[config.mk]
export PLATFORM = sky130hd
export DESIGN_NAME = cfrc_queue
export DESIGN_NICKNAME = d
export VERILOG_FILES = /design/src/hdl/cfrc_pkg.sv /design/src/hdl/cfrc_queue.sv
export SDC_FILE = /design/constraint.sdc
export NUM_CORES = 1
export LEC_CHECK = 0
export ABC_CLOCK_PERIOD_IN_PS = 10400
export BUFFER_PORTS_ARGS = -buffer_cell sky130_fd_sc_hd__buf_2
export CAP_MARGIN = 10
export CORE_ASPECT_RATIO = 0.5
export CORE_UTILIZATION = 52
export DETAILED_ROUTE_END_ITERATION = 7
export HOLD_SLACK_MARGIN = 0.05
export MAX_ROUTING_LAYER = met4
export PLACE_DENSITY = 0.79
export SLEW_MARGIN = 20
export SYNTH_ARGS = -nofsm -noshare
export SYNTH_HDL_FRONTEND = slang
export SYNTH_SLANG_ARGS = --single-unit
[constraint.sdc]
create_clock -name clk -period 10.4 [get_ports clk]
set_input_delay 1.04 -clock clk [delete_from_list [all_inputs] [get_ports clk]]
set_output_delay 1.04 -clock clk [all_outputs]
set_load 0.01 [all_outputs]
[src/hdl/cfrc_pkg.sv]
// Shared types and constants of the CAN frame capture ring.
package cfrc_pkg;

	localparam int RING_DEPTH = 256;
	localparam int MAX_REPLY  = 32;
	localparam int AW         = $clog2(RING_DEPTH);
	localparam int SPAN_W     = $clog2(RING_DEPTH + 1);
	localparam int CNT_W      = $clog2(MAX_REPLY + 1);

	localparam logic [1:0] KIND_CAPTURE = 2'd0;
	localparam logic [1:0] KIND_READ    = 2'd1;
	localparam logic [1:0] KIND_CLEAR   = 2'd2;

	localparam logic [1:0] CFG_ENABLE = 2'd0;
	localparam logic [1:0] CFG_ID     = 2'd1;
	localparam logic [1:0] CFG_MASK   = 2'd2;

	localparam logic [3:0] LEN_CAP = 4'd8;

	typedef enum logic [1:0] {
		OP_CAPTURE = 2'd0,
		OP_READ    = 2'd1,
		OP_CLEAR   = 2'd2
	} op_t;

	typedef struct packed {
		logic [31:0] stamp;
		logic [28:0] ident;
		logic        rtr;
		logic        ext;
		logic [3:0]  len;
		logic [63:0] data;
	} entry_t;

	typedef struct packed {
		op_t         op;
		entry_t      ent;
		logic [31:0] since;
	} cmd_t;

	typedef struct packed {
		logic capture_on;
		logic clear_head;
	} ctl_t;

endpackage

[src/hdl/cfrc_queue.sv]
// Two-entry command queue between the front end and the back end.
module cfrc_queue import cfrc_pkg::*; (
	input  logic clk,
	input  logic arst_n,
	input  logic wr_en,
	input  cmd_t wr_cmd,
	output logic q_full,
	input  logic rd_en,
	output logic q_empty,
	output cmd_t rd_cmd
);

	cmd_t       slot_q [2];
	logic       wr_ptr_q;
	logic       rd_ptr_q;
	logic [1:0] fill_q;

	assign q_full  = fill_q == 2'd2;
	assign q_empty = fill_q == 2'd0;
	assign rd_cmd  = slot_q[rd_ptr_q];

	always_ff @(posedge clk) begin
		if (wr_en) begin
			slot_q[wr_ptr_q] <= wr_cmd;
		end
	end

	always_ff @(posedge clk or negedge arst_n) begin
		if (!arst_n) begin
			wr_ptr_q <= 1'b0;
			rd_ptr_q <= 1'b0;
			fill_q   <= 2'd0;
		end else begin
			if (wr_en) begin
				wr_ptr_q <= !wr_ptr_q;
			end
			if (rd_en) begin
				rd_ptr_q <= !rd_ptr_q;
			end
			case ({wr_en, rd_en})
				2'b10:   fill_q <= fill_q + 2'd1;
				2'b01:   fill_q <= fill_q - 2'd1;
				default: ;
			endcase
		end
	end

endmodule

# == Word level (Yosys, flattened, before mapping) ==
# Memory sizes are Yosys's and may differ from the RTL's.
# Cells that the tools add are included.
# word_totals
mem_bits_rw,330
ff_bits,4
n_memories,1
output_inout_bits,167
inputBits,169
elab_cells,16
# memory_table
name,depth,width,read_ports,rd_ports_with_merged_regs,wr,line_no,source
slot_q,2,165,1,0,1,cfrc_queue.sv:13,cmd_t slot_q [2];
# op_classes
n_addsub,2
eq_ne,3
n_mux,3
reduce_logical,4
# ops
op,count
"2-bit == test, second input constant",2
2-bit one-hot mux with 2 select lines,1
"2-bit by 1-bit adder with 2-bit output, second input constant",1
"2-bit by 1-bit == test with 1-bit output, second input constant",1
1-bit logical NOT,2
2-bit logical NOT,1
1-bit 2-to-1 mux,2
2-bit nonzero test,1
"2-bit by 1-bit subtractor with 2-bit output, second input constant",1

# == Logic depth before layout (Yosys ltp) ==
# logic_depth
depth_word,2
depth_mapped,5
depth_no_buf,5

# == Least setup slack after synthesis ==
# Ideal clock, no wire load.
# synth_path
path_type,input to register
start,in wr_en
end,"mem slot_q[0][0] in the netlist's numbering, enable pin"
path_stages,2
setup_time_ns,0.697
arrival_time_ns,8.007
path_slack_ns,1.697
path_buffers,0
t_required_ns,9.703
cell_sequence,inv_1 -> nor2_1
# synth_via
elab_chain_cells,2
# synth_lines
item,line_no,source
from (decl),cfrc_queue.sv:5,"input logic wr_en,"
1-bit 2-to-1 mux,cfrc_queue.sv:23,if (wr_en) begin
1-bit 2-to-1 mux (not written as such),cfrc_queue.sv:24,slot_q[wr_ptr_q] <= wr_cmd;
to (decl),cfrc_queue.sv:13,
# No other way between the ends.

==> results.cfg <==
[synth]
avgSynthCellArea_sq_um = 22.9
syn_area_sq_um = 12100
synthDistinctLibCells = 13
yosysWarningCount = 0
synth.net_count = 699
synth_cells = 529
synth-seq-cells = 334
seq_area_frac_synth = 0.825

[worst_setup_path]
r2r_slack_ps = 7360
path_cells = buf_4 > mux2_2 > buf_2
worstRegToRegCells = 3
cp_slowest_stage_delay_ps = 850
reg2reg_to = slot_q[1][116]$_DFFE_PP_
r2r-start = wr_ptr_q$_DFFE_PN0P_
worstSetupStartpointType = flop
crit_start = rd_ptr_q$_DFFE_PN0P_
cp.arrival_ps = 2870
critPathSlowestCell = dfrtp_4
critPathKind = reg -> out
cp_data_required_time_ps = 9360
crit_end = rd_cmd[25]
critical_path.max_fanout = 72
cp-end-kind = primary output

[hold_path]
worstHoldPathType = in -> async

[floorplanning]
die_w_microns = 218
start_util = 0.531
dieArea_sq_um = 24000
core_area_sq_um = 22800
fp-row-count = 39
die_h_microns = 110
io_pins = 336

[clock_network]
cts_made_buffers = 29
path_clk_slew_ps = 70
clk_latency_ps = 550
htreeDepth = 1
cts.repair.resized = 0
ctsLongestPathBuffers = 3
post_cts_buffers = 0
cts-root-buf = clkbuf_16
cts.sinks = 334
cts_tree = yes
postCtsHoldBufs = 0

[final_layout]
nNetsFinal = 1054
layout-area-overhead-vs-synth_pct = 23.7
stdcell_area_sq_um = 15000
fillerInstances = 1567
drive_gt1_frac = 0.611

[power]
power_density_nw_per_um2 = 268
power.leakage_nw = 5.64
vdd_drop_max_mv = 0.209

[global_route]
grt_pass1_wl_microns = 33300
grt_overflow = 0
grt_pass1_vias = 6286
grt_max_degree = 79
track_usage = 0.190
grt_antenna_before_repair = 4

[routing]
vias_per_cell = 5.06
drc = 0
vias = 6169
dr.pass1.iters = 4
drtAntennaViolNets = 0
wl_per_cell_microns = 19.3
drt_iter0_markers = 432
wl_microns = 23500

[timing]
worst_pin_slew_ps = 1070
setup_viol = 0
hold_slack_ps = 296
timing.final.crit_share = 0.376
slew_headroom = 0.289
finClkSkew_ps = 12.1
finalHoldViolations = 0
slew_viol_final = 0
period_minus_slack_ps = 3910
clock.fmax_mhz = 256
setup_slack_ps = 6490
rsz0062_at_grt = no
tns_ps = 0

[flow_run]
maxCapViolations = 0

[run_status]
outcome = finished clean

[place]
place.detailed.hpwl_microns = 15400
port_buffers = 335
place_area_sq_um = 14100
gp_congestion = 0.778
dp_slack_ps = 6660
## metrics by stage
step	power, mW	utilization	instances
3_5_place_dp	3.03	0.616	1160
3_3_place_gp	3.00	0.616	1160
2_1_floorplan	2.68	-	529
5_1_grt	4.20	0.657	1218
4_1_cts	4.07	0.657	1214
6_report	4.02	0.658	1220
## cell usage in the layout (no fill, tap or decap)
master	netlist	layout
dfrtp_1	4	3
clkinv_2	0	6
clkbuf_16	0	29
inv_1	1	1
nor2_4	0	1
and2_4	0	1
edfxtp_1	330	330
nor2b_1	1	1
ha_1	1	1
clkbuf_1	0	10
buf_2	2	335
bufinv_16	0	1
buf_4	2	7
dfrtp_4	0	1
clkinvlp_4	0	1
clkbuf_8	0	6
inv_6	0	1
diode_2	0	6
mux2_2	165	165
xnor2_1	2	2
xor2_1	3	3
nor2_1	3	2
## cell type report
class | count | area [sq um] | area share
multi-input combinational | 176 | 1950 | 0.130
tap | 307 | 384 | 0.0256
clock inverter | 9 | 76.3 | 0.00508
timing repair buffer | 342 | 1730 | 0.115
clock buffer | 45 | 846 | 0.0563
inverter | 1 | 3.75 | 0.000250
antenna | 6 | 15.0 | 0.00100
sequential | 334 | 10000 | 0.667
## critical path: cells and delay by family (launching register included)
kind / cells / cell delay, ps
buf+inv: 2 / 990
flops: 1 / 850
mux: 1 / 440
## Yosys cell counts (all sizes together)
| library cell | instances | share of area |
|---|---|---|
| edfxtp | 330 | 0.82 |
| mux2 | 165 | 0.15 |
| buf | 18 | 0.015 |
| dfrtp | 4 | 0.0082 |
| nor2 | 3 | 0.00093 |
| xor2 | 3 | 0.0022 |
| xnor2 | 2 | 0.0014 |
| and2 | 1 | 0.00052 |
| ha | 1 | 0.0010 |
| inv | 1 | 0.00031 |
| nor2b | 1 | 0.00052 |
## per-layer routing
| metal | GRT usage | wire, microns | vias to the layer above |
|---|---|---|---|
| li1 | - | - | 2831 |
| met5 | - | 0 | - |
| met3 | 0.0307 | 890 | 56 |
| met4 | 0.0789 | 796 | 0 |
| met1 | 0.217 | 8880 | 3120 |
| met2 | 0.339 | 12900 | 162 |
## kinds of logic (layout without fill, tap and decap cells)
logic type | Yosys count | count (layout) | share of synthesized area
fa+ha+maj | 1 | 1 | 0.00103
simple gates | 5 | 5 | 0.00196
flops | 334 | 334 | 0.825
xor+xnor | 5 | 5 | 0.00361
mux | 165 | 165 | 0.153
buf+inv | 19 | 397 | 0.0154
other cells | 0 | 6 | 0
## flip-flops by register name, summed over array words and instances (netlist names)
signal	count
rd_ptr_q	1
slot_q	330
fill_q	2
wr_ptr_q	1
## power by group
part,internal [mW],switching [mW]
clock network,0.584,0.448
registers,1.79,0.0960
logic,0.510,0.595
## worst min path at each step
stage	start	to	slack (ps)	depth (start not counted)
global route	arst_n	fill_q[0]$_DFFE_PN0P_	270	1
detailed placement	fill_q[1]$_DFFE_PN0P_	fill_q[1]$_DFFE_PN0P_	500	1
global placement	fill_q[1]$_DFFE_PN0P_	fill_q[1]$_DFFE_PN0P_	480	1
finish	arst_n	fill_q[0]$_DFFE_PN0P_	300	1
CTS	arst_n	fill_q[0]$_DFFE_PN0P_	270	1
floorplan	wr_ptr_q$_DFFE_PN0P_	wr_ptr_q$_DFFE_PN0P_	460	1
Note: power is estimated with default switching activity, not from simulation.
