--- src/hdl/cfrc_pkg.sv ---
// Shared types and constants of the CAN frame capture ring.
package cfrc_pkg;

	localparam int RING_DEPTH = 256;
	localparam int MAX_REPLY  = 32;
	localparam int AW         = $clog2(RING_DEPTH);
	localparam int SPAN_W     = $clog2(RING_DEPTH + 1);
	localparam int CNT_W      = $clog2(MAX_REPLY + 1);

	localparam logic [1:0] KIND_CAPTURE = 2'd0;
	localparam logic [1:0] KIND_READ    = 2'd1;
	localparam logic [1:0] KIND_CLEAR   = 2'd2;

	localparam logic [1:0] CFG_ENABLE = 2'd0;
	localparam logic [1:0] CFG_ID     = 2'd1;
	localparam logic [1:0] CFG_MASK   = 2'd2;

	localparam logic [3:0] LEN_CAP = 4'd8;

	typedef enum logic [1:0] {
		OP_CAPTURE = 2'd0,
		OP_READ    = 2'd1,
		OP_CLEAR   = 2'd2
	} op_t;

	typedef struct packed {
		logic [31:0] stamp;
		logic [28:0] ident;
		logic        rtr;
		logic        ext;
		logic [3:0]  len;
		logic [63:0] data;
	} entry_t;

	typedef struct packed {
		op_t         op;
		entry_t      ent;
		logic [31:0] since;
	} cmd_t;

	typedef struct packed {
		logic capture_on;
		logic clear_head;
	} ctl_t;

endpackage

--- src/hdl/cfrc_front.sv ---
// Front end: configuration registers, acceptance filter and command classification.
module cfrc_front import cfrc_pkg::*; (
	input  logic        clk,
	input  logic        arst_n,
	input  logic        push,
	output logic        full,
	input  logic [1:0]  kind,
	input  logic [31:0] time_ms,
	input  logic [28:0] frame_id,
	input  logic        is_extended,
	input  logic        is_remote,
	input  logic [3:0]  length_code,
	input  logic [63:0] payload,
	input  logic [31:0] since_seq,
	input  logic        cfg_we,
	input  logic [1:0]  cfg_index,
	input  logic [28:0] cfg_data,
	input  logic        q_full,
	output logic        q_push,
	output cmd_t        q_cmd,
	output ctl_t        ctl
);

	logic        enable_q;
	logic [28:0] accept_id_q;
	logic [28:0] accept_mask_q;
	logic        pass;
	logic        keep;
	logic [3:0]  clamp_len;

	always_ff @(posedge clk or negedge arst_n) begin
		if (!arst_n) begin
			enable_q      <= 1'b0;
			accept_id_q   <= '0;
			accept_mask_q <= '0;
		end else if (cfg_we) begin
			case (cfg_index)
				CFG_ENABLE: enable_q      <= cfg_data[0];
				CFG_ID:     accept_id_q   <= cfg_data;
				CFG_MASK:   accept_mask_q <= cfg_data;
				default: ;
			endcase
		end
	end

	// Switching capture off restarts the sequence numbering.
	assign ctl.capture_on = enable_q;
	assign ctl.clear_head = cfg_we && (cfg_index == CFG_ENABLE) && enable_q && !cfg_data[0];

	assign pass      = ((frame_id ^ accept_id_q) & accept_mask_q) == '0;
	assign clamp_len = (length_code > LEN_CAP) ? LEN_CAP : length_code;

	always_comb begin
		q_cmd.ent.stamp = time_ms;
		q_cmd.ent.ident = frame_id;
		q_cmd.ent.rtr   = is_remote;
		q_cmd.ent.ext   = is_extended;
		q_cmd.ent.len   = clamp_len;
		q_cmd.ent.data  = payload;
		q_cmd.since     = since_seq;
		case (kind)
			KIND_CAPTURE: begin
				q_cmd.op = OP_CAPTURE;
				keep     = enable_q && pass;
			end
			KIND_READ: begin
				q_cmd.op = OP_READ;
				keep     = 1'b1;
			end
			KIND_CLEAR: begin
				q_cmd.op = OP_CLEAR;
				keep     = 1'b1;
			end
			default: begin
				q_cmd.op = OP_CLEAR;
				keep     = 1'b0;
			end
		endcase
	end

	assign full   = q_full;
	assign q_push = push && !q_full && keep;

endmodule

--- config.mk ---
export PLATFORM = sky130hd
export DESIGN_NAME = cfrc_front
export DESIGN_NICKNAME = d
export VERILOG_FILES = /design/src/hdl/cfrc_pkg.sv /design/src/hdl/cfrc_front.sv
export SDC_FILE = /design/constraint.sdc
export NUM_CORES = 1
export LEC_CHECK = 0
export BUFFER_PORTS_ARGS = -buffer_cell sky130_fd_sc_hd__clkbuf_2
export CORE_AREA = 3 3 143 145
export DETAILED_ROUTE_END_ITERATION = 8
export DIE_AREA = 0 0 146 148
export PLACE_DENSITY = 0.55
export SYNTH_ARGS = -nofsm -noshare
export SYNTH_HDL_FRONTEND = slang
export SYNTH_SLANG_ARGS = --single-unit
--- constraint.sdc ---
create_clock -name clk -period 1.33 [get_ports clk]
set_clock_uncertainty 0.15 [all_clocks]
set_input_delay 0.0665 -clock clk [delete_from_list [all_inputs] [get_ports clk]]
set_output_delay 0.0665 -clock clk [all_outputs]
set_load 0.02 [all_outputs]
==> reports/qor.txt, run 1 <==
Die width: 146 microns
PostCTS Resize Cnt: 3
Tool error: [ERROR RSZ-0060] Max buffer count reached.
Top Ports: 370
Syn nets: 555
Synthesized instance count: 350
Stopping stage: clock tree synthesis (4_1_cts)
Cell row count: 51
CTS HTree Levels: 3
EDFF count, synth: 0
Post-synthesis register bit count: 59
Post-CTS Hold Fix Bufs: 120
Initial Utilization: 0.2093
Post-synthesis sequential area ratio: 0.3649
Yosys warns: 0
Root Buffer: clkbuf_16
Count of different cell masters after synthesis: 22
Synth cell count leaders: buf_4 (163), dfrtp_1 (59), mux2_2 (39)
Synth Cell Area: 4046 sq um
Ranking of synthesized cells by area: dfrtp_1 (36%), buf_4 (30%), mux2_2 (11%)
Die height: 148 microns
Routability cong.: 0.7460
DP Area: 3897 sq um
Detailed-placement wirelength estimate: 11710 microns
Synth top area share: 0.3649
Cells after DPL: 580
Max Root-Sink Buffers: 2
Num CTS Buffers: 9
Count leader, synth: buf_4
Biggest area consumer among synthesized cells: dfrtp_1
Setup bufs post-CTS: 0
PortBufs: 109
Syn_area_per_cell: 11.56 sq um
Async S/R FF share, synth: 1.000
CTS sink cnt: 59
Synth Flop Type: dfrtp_1
Status: stopped before the end
[metrics by stage]
stage / setup slack (ps) / utilization / hold slack, ps
floorplan: -139.4 / - / -379.1
detailed placement: -547.8 / 0.2016 / -45.75
global placement: -527.6 / 0.2016 / -50.51
[kinds of logic after synthesis]
family | Yosys count | synth area share
buffers and inverters | 170 | 0.3132
muxes | 59 | 0.1827
DFF | 59 | 0.3649
xor gates and xnor gates | 29 | 0.06277
AOI/OAI and AO/OA | 16 | 0.04360
and+or+nand+nor | 13 | 0.02040
adders and majority gates | 4 | 0.01237
==> run 2, diff against run 1 <==
CORE_AREA = 3 3 142 144   (was 3 3 143 145)
DIE_AREA = 0 0 145 147   (was 0 0 146 148)
PLACE_DENSITY = unset   (was 0.55)
PLACE_DENSITY_LB_ADDON = 0.15   (was unset)
clock period = 1.7 ns   (was 1.33 ns; I/O delays follow)
==> reports/qor.txt, run 2 <==
Worst Path Required: 1460 ps
Clk slew on worst S/H paths: 50 ps
Detailed-placement wirelength estimate: 11610 microns (-0.80%)
Worst rel slew slack: 0.7655
Worst-Margin Slew: 351.0 ps
Pwr/cell area: 1092 nW/um^2
Synth cell count leaders: buf_4 (163), dfrtp_1 (59), mux2_2 (39)
Root Buffer: clkbuf_16
Status: finished with violations
LEAKAGE: 0.002074 uW
Count leader, synth: buf_4
Area Growth Syn to Fin: 7.699%
# DRC: 0
CTS tree: built
Number of antenna-violating nets in the routed design: 0
Design area: 4358 sq um
Final Hold Fails: 0
Post-synthesis sequential area ratio: 0.3649 (unchanged)
CTS sink cnt: 59 (unchanged)
Initial Utilization: 0.2149 (+0.005604)
Core Region: 18830 sq um
Crit share post-route: 1.241
Synthesized instance count: 350 (unchanged)
Most common cell after layout, fill and taps aside: clkbuf_2
PortBufs: 109 (unchanged)
Global-route wire length before repair: 19130 microns
Post-Route WL: 13970 microns
Commonest cells after routing, fill and taps aside: clkbuf_2 (107), dfrtp_1 (59), mux2_2 (39)
DR vias/cell: 3.784
Hold Path Class: in2reg
Number of global-route vias before repair: 2450
EDFF count, synth: 0 (unchanged)
RSZ-0062 raised after global routing: yes
Die ar.: 21320 sq um
Pre-antenna DRT Iters: 4
Count of different cell masters after synthesis: 22 (unchanged)
Crit path time final: 2110 ps
Synth Flop Type: dfrtp_1
Total track usage: 0.1282
DP Area: 3740 sq um (-4.0%)
PnR worst setup slack: -410.3 ps
GR Overflow Total: 0
Max IR drop VDD: 0.0004417 V
Layout cell share with drive strength beyond 1: 0.5714
Pin count of the biggest net entering global routing: 60
Final slew viol count: 0
Post-synthesis register bit count: 59 (unchanged)
Max Cap Viol: 0
Top Ports: 370 (unchanged)
Max FO, Critical Path: 2
Die height: 147 microns (-0.68%)
Max Root-Sink Buffers: 2 (unchanged)
Synth Cell Area: 4046 sq um (unchanged)
Final number of setup-violating endpoints: 1
Fmax: 0.4739 GHz
Syn_area_per_cell: 11.56 sq um (unchanged)
Async S/R FF share, synth: 1.000 (unchanged)
Worst skew pair latency: 330 ps
Cell row count: 50 (-2.0%)
Power, Total: 4760 uW
Synth top area share: 0.3649 (unchanged)
Worst setup EP type: output pin
Initial antenna violation count: 1
CTS HTree Levels: 3 (unchanged)
Pre-CTS setup slack: -202.6 ps (+345.2 ps)
Total inserted antenna cells: 0
Num CTS Buffers: 9 (unchanged)
Via count: 2282
Syn nets: 555 (unchanged)
Final #Nets: 543
Failing checks: setup timing
CP startpoint kind: register
Largest regs: accept_id_q x29, accept_mask_q x29, enable_q x1
Yosys warns: 0 (unchanged)
Die width: 145 microns (-0.68%)
Ranking of synthesized cells by area: dfrtp_1 (36%), buf_4 (30%), mux2_2 (11%)
CP Data Arrival Time: 1880 ps
Routability cong.: 0.7086 (-5.0%)
CP Class: reg2out
WL/cell: 23.17 microns
Biggest area consumer among synthesized cells: dfrtp_1
Initial DRC count: 42
==> run 2: cell counts after synthesis <==
No cell type changed its count.
==> run 2: worst paths after layout <==
check	from	end	slack (ps)	depth (start not counted)
max in group asynchronous	arst_n	enable_q	980	3
setup / recovery	accept_id_q[27]	q_push	-410	6
hold reg to reg	accept_mask_q[26]	accept_mask_q[26]	360	1
setup reg to reg	accept_id_q[18]	accept_id_q[18]	680	2
min in group asynchronous	arst_n	accept_id_q[16]	140	3
hold / removal	cfg_index[0]	enable_q	20	3
==> run 2: per-stage QoR <==
stage	cells	hold slack [ps]	setup TNS, ps	utilization
3_3_place_gp	557	-17.76	-165.8	0.1986
3_5_place_dp	557	-20.72	-202.6	0.1986
6_report	603	19.01	-410.3	0.2314
2_1_floorplan	350	-360.6	0	-
4_1_cts	603	4.546	-517.9	0.2314
5_1_grt	603	20.03	-571.7	0.2314
==> run 2: area by class of cell <==
| class | instances | area (sq um) |
|---|---|---|
| clock buffer | 13 | 270.3 |
| clock inverter | 3 | 45.04 |
| fill | 2031 | 14470 |
| inverter | 2 | 7.507 |
| multi-input combinational | 121 | 1303 |
| sequential | 59 | 1476 |
| tap | 260 | 325.3 |
| timing repair buffer | 145 | 930.9 |
==> run 2: critical path, stage by stage, from the launching register on <==
cell and delay (ps):
dfrtp_1 390, xor2_1 160, a22o_1 240, a221oi_2 180, nand4_1 210, o21ai_1 190
buf_4 170
==> run 2: logic make-up after synthesis <==
family                     after synthesis  share of synthesized area
buffers and inverters                  170                     0.3132
muxes                                   59                     0.1827
DFF                                     59                     0.3649
xor gates and xnor gates                29                    0.06277
AOI/OAI and AO/OA                       16                    0.04360
and+or+nand+nor                         13                    0.02040
adders and majority gates                4                    0.01237
==> run 2: power by group <==
| part | internal [uW] | total (uW) | leakage [uW] | switching (uW) |
|---|---|---|---|---|
| registers | 1670 | 1850 | 0.000698 | 174 |
| logic | 580 | 993 | 0.00123 | 413 |
| clock network | 1250 | 1920 | 0.000148 | 664 |
==> run 2: per-layer routing <==
layer  wire [microns]  vias to the layer above  track usage
met5               51                        -      0.04318
met4              297                        4      0.04988
met3             3771                       32       0.1619
met2             5854                      235       0.1796
met1             3999                     1032       0.1042
li1                 -                      979            -
==> run 2: what timing repair did <==
| item | CTS | global route |
|---|---|---|
| endpoints found under the setup margin | 1 | 1 |
| resized for setup | 1 | 1 |
| hold buffers | 30 | 0 |
| endpoints found under the hold margin | 118 | 0 |
| pin swaps | 4 | 4 |
| gates cloned | 0 | 0 |
| buffers inserted | 0 | 0 |
Note: power is estimated with default switching activity, not from simulation.
